`src/msfb_pkg.sv`:
```
// ----------------------------------------------------------------------------
// msfb_pkg - shared types and constants for the motor speed frame builder
// Request payloads, sequencer states, multiplier and shadow-frame interfaces.
// ----------------------------------------------------------------------------
package msfb_pkg;

  // Configuration port
  localparam int APB_ADDR_W = 3;
  localparam logic REG_LIMIT_HIGH = 1'b0;
  localparam logic REG_LIMIT_LOW  = 1'b1;
  localparam logic signed [15:0] LIMIT_HIGH_RST = 16'sd327;
  localparam logic signed [15:0] LIMIT_LOW_RST  = -16'sd327;

  // Speed unit codes
  localparam logic [1:0] ACT_RPM  = 2'd0;
  localparam logic [1:0] ACT_RPS  = 2'd1;
  localparam logic [1:0] ACT_RADS = 2'd2;

  // Frame identifiers
  localparam logic [5:0] IDENT_GROUP_A = 6'd50;
  localparam logic [5:0] IDENT_GROUP_B = 6'd51;

  // Shared multiplier operand widths and factors
  localparam int MUL_A_W = 32;
  localparam int MUL_B_W = 20;
  localparam int MUL_P_W = MUL_A_W + MUL_B_W;
  localparam logic [MUL_B_W-1:0] RPS_FACTOR      = 20'd60;
  localparam logic [MUL_B_W-1:0] RADS_FACTOR_Q16 = 20'd625823;
  localparam logic [MUL_B_W-1:0] SPEED_SCALE     = 20'd100;

  // Protocol saturation magnitude
  localparam logic [14:0] PROTO_MAX = 15'd32767;

  typedef struct packed {
    logic [1:0]         action;
    logic [7:0]         motor_id;
    logic signed [31:0] speed_value;
  } in_item_t;

  typedef struct packed {
    logic        status;
    logic        frame_valid;
    logic [5:0]  frame_ident;
    logic [31:0] payload_high;
    logic [31:0] payload_low;
  } out_item_t;

  typedef enum logic [2:0] {
    S_IDLE,
    S_CONV,
    S_CLAMP,
    S_SCALE,
    S_WRITE
  } state_t;

  typedef struct packed {
    logic               en;
    logic [MUL_A_W-1:0] a;
    logic [MUL_B_W-1:0] b;
  } mul_req_t;

  typedef struct packed {
    logic        en;
    logic        grp;
    logic [1:0]  slot;
    logic [15:0] word;
  } shadow_wr_t;

endpackage

```
`src/msfb_mul.sv`:
```
// ----------------------------------------------------------------------------
// msfb_mul - shared unsigned multiplier
// One registered 32x20 product, loaded when the sequencer enables it.
// ----------------------------------------------------------------------------
module msfb_mul (
  input  logic                      clk,
  input  msfb_pkg::mul_req_t        req,
  output logic [msfb_pkg::MUL_P_W-1:0] prod
);
  import msfb_pkg::*;

  // product register, held while the unit is not in use
  always_ff @(posedge clk) begin
    if (req.en) begin
      prod <= MUL_P_W'(req.a) * MUL_P_W'(req.b);
    end
  end

endmodule

```
`src/msfb_shadow.sv`:
```
// ----------------------------------------------------------------------------
// msfb_shadow - shadow group frames
// Two 64-bit frames; one 16-bit slot is replaced per write request.
// ----------------------------------------------------------------------------
module msfb_shadow (
  input  logic                 clk,
  input  logic                 rst,
  input  msfb_pkg::shadow_wr_t wr,
  output logic [63:0]          new_frame
);
  import msfb_pkg::*;

  logic [63:0] frames [2];
  logic [63:0] old_frame;

  // merge the new word into the selected slot, slot 0 in the top bits
  always_comb begin
    old_frame = frames[wr.grp];
    new_frame = old_frame;
    case (wr.slot)
      2'd0:    new_frame[63:48] = wr.word;
      2'd1:    new_frame[47:32] = wr.word;
      2'd2:    new_frame[31:16] = wr.word;
      default: new_frame[15:0]  = wr.word;
    endcase
  end

  // frame store, cleared at reset
  always_ff @(posedge clk) begin
    if (rst) begin
      frames[0] <= '0;
      frames[1] <= '0;
    end else if (wr.en) begin
      frames[wr.grp] <= new_frame;
    end
  end

endmodule

```
`src/motor_speed_frame_builder.sv`:
```
// ----------------------------------------------------------------------------
// motor_speed_frame_builder - speed command to group frame converter
// Converts one speed command into rpm, clamps and scales it, and emits the
// updated 8-byte group frame, or a status flag for an out-of-range motor id.
// ----------------------------------------------------------------------------
// A request for a valid motor passes through these steps in order: accept,
// conversion multiply, round and clamp, scale multiply, frame update. A request
// with an out-of-range motor id goes straight from accept to the frame step.
// All multiplication goes through one shared 32x20 multiplier with a registered
// product. in_ready is high only while the sequencer is idle; a finished frame
// sits in an output register, so a new request may be taken while it waits,
// and the sequencer holds in its last step only if the previous frame has
// not yet been taken.
module motor_speed_frame_builder (
  input  logic                                clk,
  input  logic                                rst,
  input  logic                                in_valid,
  output logic                                in_ready,
  input  msfb_pkg::in_item_t                  in_item,
  output logic                                out_valid,
  input  logic                                out_ready,
  output msfb_pkg::out_item_t                 out_item,
  input  logic                                psel,
  input  logic                                penable,
  input  logic                                pwrite,
  input  logic [msfb_pkg::APB_ADDR_W-1:0]     paddr,
  input  logic [31:0]                         pwdata,
  output logic [31:0]                         prdata,
  output logic                                pready
);
  import msfb_pkg::*;

  state_t state, state_next;

  logic signed [15:0] limit_high, limit_low;
  in_item_t           item;
  logic               bad_id;
  logic signed [15:0] rpm, rpm_next;
  logic [MUL_P_W-1:0] prod;
  mul_req_t           mul_req;
  shadow_wr_t         shadow_wr;
  logic [63:0]        new_frame;
  logic               out_free;
  logic               out_load;
  out_item_t          out_item_next;

  // conversion helpers
  logic               raw_neg;
  logic [31:0]        raw_mag;
  logic [MUL_P_W:0]   round_sum;
  logic [MUL_P_W-16:0] conv_mag;
  logic signed [15:0] conv_rpm;
  logic signed [16:0] rpm_wide;
  logic [16:0]        rpm_mag;
  logic [14:0]        scaled_mag;
  logic [15:0]        scaled;
  logic [7:0]         id_m1;

  assign pready   = 1'b1;
  assign in_ready = (state == S_IDLE);
  assign out_free = !out_valid || out_ready;

  // register read
  always_comb begin
    if (paddr[2] == REG_LIMIT_LOW) begin
      prdata = 32'(limit_low);
    end else begin
      prdata = 32'(limit_high);
    end
  end

  // limit registers
  always_ff @(posedge clk) begin
    if (rst) begin
      limit_high <= LIMIT_HIGH_RST;
      limit_low  <= LIMIT_LOW_RST;
    end else if (psel && penable && pwrite && pready) begin
      if (paddr[2] == REG_LIMIT_HIGH) begin
        limit_high <= pwdata[15:0];
      end else begin
        limit_low <= pwdata[15:0];
      end
    end
  end

  // magnitude of the raw speed; the most negative value keeps its bit pattern
  assign raw_neg = item.speed_value[31];
  assign raw_mag = raw_neg ? (~item.speed_value + 32'd1) : item.speed_value;

  // round half away from zero on the magnitude, then restore sign and saturate
  always_comb begin
    if (item.action == ACT_RADS) begin
      round_sum = {1'b0, prod} + (MUL_P_W+1)'(33'h0_8000_0000);
      conv_mag  = (MUL_P_W-15)'(round_sum[MUL_P_W:32]);
    end else begin
      round_sum = {1'b0, prod} + (MUL_P_W+1)'(17'h0_8000);
      conv_mag  = round_sum[MUL_P_W:16];
    end
    if (raw_neg) begin
      conv_rpm = (conv_mag >= (MUL_P_W-15)'(32768)) ? 16'sh8000 : -$signed(conv_mag[15:0]);
    end else begin
      conv_rpm = (conv_mag >= (MUL_P_W-15)'(32767)) ? 16'sh7fff : $signed(conv_mag[15:0]);
    end
  end

  // unit selection, int16 saturation for plain rpm, then limit clamp
  always_comb begin
    rpm_next = conv_rpm;
    if (item.action != ACT_RPS && item.action != ACT_RADS) begin
      if (item.speed_value > 32'sd32767) begin
        rpm_next = 16'sh7fff;
      end else if (item.speed_value < -32'sd32768) begin
        rpm_next = 16'sh8000;
      end else begin
        rpm_next = item.speed_value[15:0];
      end
    end
    if (rpm_next > limit_high) begin
      rpm_next = limit_high;
    end else if (rpm_next < limit_low) begin
      rpm_next = limit_low;
    end
  end

  // magnitude for the scale step and protocol saturation of the result
  assign rpm_wide   = 17'(rpm);
  assign rpm_mag    = rpm[15] ? 17'(-rpm_wide) : 17'(rpm_wide);
  assign scaled_mag = (prod > MUL_P_W'(PROTO_MAX)) ? PROTO_MAX : prod[14:0];
  assign scaled     = rpm[15] ? (16'd0 - {1'b0, scaled_mag}) : {1'b0, scaled_mag};
  assign id_m1      = item.motor_id - 8'd1;

  // shared multiplier
  msfb_mul u_mul (
    .clk  (clk),
    .req  (mul_req),
    .prod (prod)
  );

  // shadow frames
  msfb_shadow u_shadow (
    .clk       (clk),
    .rst       (rst),
    .wr        (shadow_wr),
    .new_frame (new_frame)
  );

  // sequencer: next state and unit controls
  always_comb begin
    state_next    = state;
    mul_req       = '0;
    out_load      = 1'b0;
    out_item_next = '0;
    shadow_wr.en   = 1'b0;
    shadow_wr.grp  = id_m1[2];
    shadow_wr.slot = id_m1[1:0];
    shadow_wr.word = scaled;
    unique case (state)
      S_IDLE: begin
        if (in_valid) begin
          state_next = (in_item.motor_id < 8'd1 || in_item.motor_id > 8'd8) ?
                       S_WRITE : S_CONV;
        end
      end
      S_CONV: begin
        mul_req.en = 1'b1;
        mul_req.a  = raw_mag;
        case (item.action)
          ACT_RPS:  mul_req.b = RPS_FACTOR;
          ACT_RADS: mul_req.b = RADS_FACTOR_Q16;
          default:  mul_req.b = '0;
        endcase
        state_next = S_CLAMP;
      end
      S_CLAMP: begin
        state_next = S_SCALE;
      end
      S_SCALE: begin
        mul_req.en = 1'b1;
        mul_req.a  = MUL_A_W'(rpm_mag);
        mul_req.b  = SPEED_SCALE;
        state_next = S_WRITE;
      end
      S_WRITE: begin
        if (out_free) begin
          out_load   = 1'b1;
          state_next = S_IDLE;
          if (bad_id) begin
            out_item_next.status = 1'b1;
          end else begin
            shadow_wr.en               = 1'b1;
            out_item_next.frame_valid  = 1'b1;
            out_item_next.frame_ident  = id_m1[2] ? IDENT_GROUP_B : IDENT_GROUP_A;
            out_item_next.payload_high = new_frame[63:32];
            out_item_next.payload_low  = new_frame[31:0];
          end
        end
      end
      default: state_next = S_IDLE;
    endcase
  end

  // control registers
  always_ff @(posedge clk) begin
    if (rst) begin
      state     <= S_IDLE;
      out_valid <= 1'b0;
    end else begin
      state <= state_next;
      if (out_load) begin
        out_valid <= 1'b1;
      end else if (out_ready) begin
        out_valid <= 1'b0;
      end
    end
  end

  // payload registers
  always_ff @(posedge clk) begin
    if (state == S_IDLE && in_valid) begin
      item   <= in_item;
      bad_id <= (in_item.motor_id < 8'd1 || in_item.motor_id > 8'd8);
    end
    if (state == S_CLAMP) begin
      rpm <= rpm_next;
    end
    if (out_load) begin
      out_item <= out_item_next;
    end
  end

  // a shadow frame update always produces a waiting result
  a_write_gives_result: assert property (@(posedge clk) disable iff (rst)
    shadow_wr.en |=> out_valid && out_item.frame_valid)
    else $error("frame update without result");

  // the sequencer takes no further request while one is at work
  a_busy_after_accept: assert property (@(posedge clk) disable iff (rst)
    in_valid && in_ready |=> !in_ready)
    else $error("request accepted while busy");

  // an emitted frame carries one of the two group identifiers
  a_frame_ident: assert property (@(posedge clk) disable iff (rst)
    out_valid && out_item.frame_valid |->
      out_item.frame_ident == IDENT_GROUP_A || out_item.frame_ident == IDENT_GROUP_B)
    else $error("bad frame identifier");

endmodule
```
`config.mk`:
```
export PLATFORM = sky130hd
export DESIGN_NAME = motor_speed_frame_builder
export DESIGN_NICKNAME = d
export VERILOG_FILES = /design/src/msfb_pkg.sv /design/src/msfb_mul.sv /design/src/msfb_shadow.sv /design/src/motor_speed_frame_builder.sv
export SDC_FILE = /design/constraint.sdc
export NUM_CORES = 2
export LEC_CHECK = 0
export BUFFER_PORTS_ARGS = -buffer_cell sky130_fd_sc_hd__buf_2
export CORE_MARGIN = 2
export CORE_UTILIZATION = 41
export DETAILED_ROUTE_END_ITERATION = 8
export REMOVE_ABC_BUFFERS = 1
export SLEW_MARGIN = 10
export SYNTH_ARGS = -nofsm -noshare
export SYNTH_HDL_FRONTEND = slang
export SYNTH_HIERARCHICAL = 1
export SYNTH_SLANG_ARGS = --single-unit
export TNS_END_PERCENT = 20
```
`constraint.sdc`:
```
create_clock -name clk -period 10.8 [get_ports clk]
set_input_delay 0.54 -clock clk [delete_from_list [all_inputs] [get_ports clk]]
set_output_delay 0.54 -clock clk [all_outputs]
set_load 0.005 [all_outputs]
```
# Yosys cells after proc, flatten, opt, wreduce, memory -nomap -nowiden
# Memories as Yosys holds them, arrays and structs flattened.
# Cells that the tools add are included.
[totals]
reg_bits = 214
latchBits = 0
ram_bits = 128
mem_bits_ro = 0
input_bits = 84
output_inout_bits = 107
word_cells = 108
memories = 1
[mem_list]
columns = ["memory", "words", "width", "rd", "rd_clocked_by_memory_dff", "wr", "line", "text"]
rows = [
  ["u_shadow.frames", 2, 64, 1, 0, 2, "msfb_shadow.sv:13", "logic [63:0] frames [2];"],
]
[op_classes]
addsub = 7
mul = 1
div = 0
magnitude_cmp = 9
n_eq_ne = 12
shift = 0
mux = 42
bitwise_logic = 4
n_reduce_logical = 17
[ops]
columns = ["operator", "count"]
rows = [
  ["$mux W16", 13],
  ["$pmux W53 S2", 1],
  ["$mux W71", 1],
  ["$mux W32", 2],
  ["$mux W64", 1],
  ["$reduce_or A64 Y1", 1],
  ["$add A52 B16 Y53 const B", 1],
  ["$add A52 B32 Y53 const B", 1],
  ["$gt A52 B15 Y1 const B", 1],
  ["$mul A32 B20 Y52", 1],
  ["$pmux W20 S2", 1],
  ["$ge A37 B15 Y1 const B", 1],
  ["$ge A37 B16 Y1 const B", 1],
  ["$mux W37", 1],
  ["$add A32 B1 Y32 const B", 1],
  ["$gt A32 B16 Y1 const B", 1],
  ["$lt A32 B16 Y1 const B", 1],
  ["$not A32 Y32", 1],
  ["$mux W17", 1],
  ["$neg A16 Y17", 1],
  ["$gt A16 B16 Y1", 1],
  ["$lt A16 B16 Y1", 1],
  ["$mux W1", 16],
  ["$neg A16 Y16", 1],
  ["23 further kinds", 40],
]

# Longest topological paths before layout
[depth]
ltp_word = 9
depth_mapped = 35

# Hierarchy
# The synthesis kept the hierarchy.
[modules_own_cells]
columns = ["module", "instances", "cells_each", "area_per_inst_um2", "seq_area_each_um2"]
rows = [
  ["msfb_mul", 1, 2443, 22330.2, 1561.5],
  ["motor_speed_frame_builder", 1, 1318, 11457.2, 4384.2],
  ["msfb_shadow", 1, 636, 6545.0, 3843.7],
]

# Least setup slack after synthesis
# Ideal clock, no wire load.
[synth_path]
path_type = "register to register"
startpoint = "reg state[0]"
endpoint = "reg u_mul/prod[50] in the netlist's numbering, data pin"
setup_ns = 0.258
t_arrival_ns = 9.353
slack_ns = 1.190
path_stages_with_launch = 30
n_path_buf = 4
synth_period_minus_slack_ns = 9.610
cell_sequence = "dfxtp_1 -> clkbuf_1 -> nand2b_1 -> inv_1 -> nand2b_1 -> clkbuf_1 -> nor2_1 -> clkbuf_1 -> nand2_1 -> fa_1 -> fa_1 -> inv_1 -> fa_1 -> fa_1 -> fa_1 -> fa_1 -> inv_1 -> fa_1 -> inv_1 -> ha_1 -> clkbuf_1 -> a21oi_1 -> o211ai_1 -> nand4_1 -> nand3_1 -> o21bai_2 -> a31oi_2 -> o21a_1 -> o41a_1 -> xnor2_1"
[synth_lines]
columns = ["item", "line", "text"]
rows = [
  ["start: declaration", "motor_speed_frame_builder.sv:33", "state_t state, state_next;"],
  ["start signal: assignment", "motor_speed_frame_builder.sv:208", "state <= state_next;"],
  ["end signal: assignment", "msfb_mul.sv:15", "prod <= MUL_P_W'(req.a) * MUL_P_W'(req.b);"],
  ["end: declaration", "msfb_mul.sv:8", "output logic [msfb_pkg::MUL_P_W-1:0] prod"],
]

==> run_results.csv <==
group,metric,value,unit
drt,via_count,30500,
setup_path,rrSetupSlack,1230,ps
clocking,cts_buffers,43,
min_path,min_path_type,"in -> reg",
setup_path,crit_slowest_cell,"nor2_1",
floorplan,fp.dieW,318,um
clocking,worstSkewPairLatency,600,ps
layout,drive_gt1_frac,0.0852,
clocking,cts.path.max_buffers,3,
layout,num-fill-cells,9556,
drt,post_drt_wl_per_cell,19.2,um
global_routing,grt_antenna_before_repair,4,
placement,place_area,42400,um2
sta,timing.hold.ws,110,ps
layout,syn_to_final_growth,8.52,%
sta,fin_ws,1230,ps
drt,drc,0,
clocking,holdBufCountCts,0,
floorplan,die_area,101000,um2
synthesis,synth_ff_type,"edfxtp_1",
power_and_ir_drop,powerDensity,75.5,nW/um2
global_routing,grt_pass1_wl,177000,um
clocking,cts_setup_buffers,0,
sta,skew,25.5,ps
power_and_ir_drop,ir_worst_vdd,0.000101,V
floorplan,die_y,318,um
power_and_ir_drop,p_leak,20.2,nW
synthesis,yosysSeqAreaShare,0.243,
sta,fmax,0.105,GHz
clocking,cts_sinks,338,
synthesis,yosys.area.top_type,"fa_1",
drt,viasPerCell,5.30,
clocking,cts_tree,"done",
layout,final_area,43800,um2
setup_path,crit_top_cell,"fa_1",
setup_path,start_kind,"flop",
setup_path,crit_fanout,8,
layout,fin_cells,5759,
placement,portBuffers,169,
synthesis,synthArstFlopShare,0,
synthesis,yosysMostFrequentCell,"nand2_1",
drt,finalWirelength,110000,um
global_routing,grt_pass1_vias,31300,
setup_path,max_stage_delay,690,ps
synthesis,yosysWarnings,6,
floorplan,initial_core_util,0.412,
clocking,post_cts_resized,0,
floorplan,core_area,98000,um2
synthesis,synth_cell_type_count,101,
clocking,ctsHtreeMaxLevel,2,
sta,grt_setup_unrepaired,"false",
global_routing,track_usage,0.221,
setup_path,crit_type,"reg -> reg",
synthesis,ys_top_cells_by_count,"690 x nand2_1, 641 x inv_1, 536 x fa_1",
sta,fin_crit,9570,ps
power_and_ir_drop,total_power,3.30,mW
floorplan,ios,191,
placement,dp_slack,1340,ps
sta,slew-limit-headroom,0.242,
synthesis,yosysTopAreaCellShare,0.266,
synthesis,synth_edf_count,302,
setup_path,cp_data_required_time,11150,ps
synthesis,synth_area,40300,um2
global_routing,grt-ovfl-total,0,
setup_path,end_kind,"flop",
global_routing,grt_max_degree,74,
synthesis,ys_seq_elements,338,
drt,drt-pass1-iter-count,5,
floorplan,rows,115,
setup_path,arrival,9910,ps
placement,dpl.hpwl,83800,um
run,cap_violations,0,
synthesis,yosys-top-cells-area,"fa_1 27%, edfxtp_1 22%, nand2_1 6.4%",
sta,tns,0,ps
drt,ant_nets,0,
drt,drt-initial-drc-count,1892,
synthesis,syn_avg_cell_area,9.17,um2
placement,place_inst,5682,
outcome,status,"finished, final reports clean",
layout,post-route-util,0.447,
synthesis,syn_inst,4397,
sta,timing.final.crit_share,0.886,
clocking,clk_pin_slew,50,ps
clocking,root_buffer,"clkbuf_16",
sta,max_slew.worst_pin.slew,1130,ps
sta,setup_violations,0,
layout,nNetsFinal,5264,
sta,slew_violations,0,
sta,finalHoldViolCount,0,
placement,gp_congestion,0.901,
-- kinds of logic after synthesis --
logic type                 synth area share
DFF                                   0.243
adders and majority gates             0.329
AOI/OAI and AO/OA                     0.104
muxes                                0.0207
buffers and inverters                0.0924
other                              0.000186
and+or+nand+nor                       0.183
xor gates and xnor gates             0.0276
-- layout make-up --
class	instances	area, um2	area share
Inverter	644	2420	0.0552
Tap cell	1287	1610	0.0368
Antenna cell	1	2.50	0.0000572
Timing Repair Buffer	253	1500	0.0343
Clock buffer	54	1140	0.0260
Sequential cell	338	9790	0.224
Clock inverter	22	200	0.00457
Multi-Input combinational cell	3160	27100	0.619
-- cell usage in the layout (no fill, tap or decap), drive strengths merged, types with 38 or more instances in the layout --
cell	count
edfxtp	302
nor3	57
clkbuf	54
xor2	58
nand2	690
o21ai	133
nand3	51
ha	204
xnor2	69
inv	643
nand4	55
fa	536
and2	371
nor2	139
a21oi	262
conb	38
a21o	54
mux2i	77
buf	253
-- worst max-delay path: cells and delay by family, from the launching register on --
kind	cells	cell delay, ps
AO/OA/AOI/OAI	9	1790
buffers and inverters	5	250
flip-flops	1	480
adder cells (fa/ha/maj)	8	3980
XOR/XNOR	2	250
AND/OR/NAND/NOR	8	2520
-- worst paths after layout --
kind,from,end,cells after the start
min reg2reg,limit_high[10],limit_high[10],2
min,in_item[4],item[4],1
max,item[3],u_mul/prod[45],32
max reg2reg,item[3],u_mul/prod[45],32
-- sequential cells by signal, summed over array words and instances (netlist names) --
| signal | cells |
|---|---|
| bad_id | 1 |
| item | 37 |
| limit_high | 16 |
| limit_low | 16 |
| out_item | 68 |
| out_valid | 1 |
| rpm | 16 |
| state | 3 |
| u_mul/prod | 52 |
| u_shadow/frames | 128 |
-- per-layer routing --
metal	track usage	wire length [um]	vias up
li1	-	-	14300
met1	0.294	48000	15300
met2	0.374	53300	801
met3	0.0274	5570	182
met4	0.0710	3430	0
met5	0	0	-
-- power breakdown --
| group | leakage [nW] | switching [mW] | internal [mW] |
|---|---|---|---|
| sequential | 3.26 | 0.0315 | 1.47 |
| clock | 0.649 | 0.587 | 0.778 |
| combinational | 16.3 | 0.291 | 0.147 |
| total | 20.2 | 0.910 | 2.39 |
(Power assumes the default switching activity.)
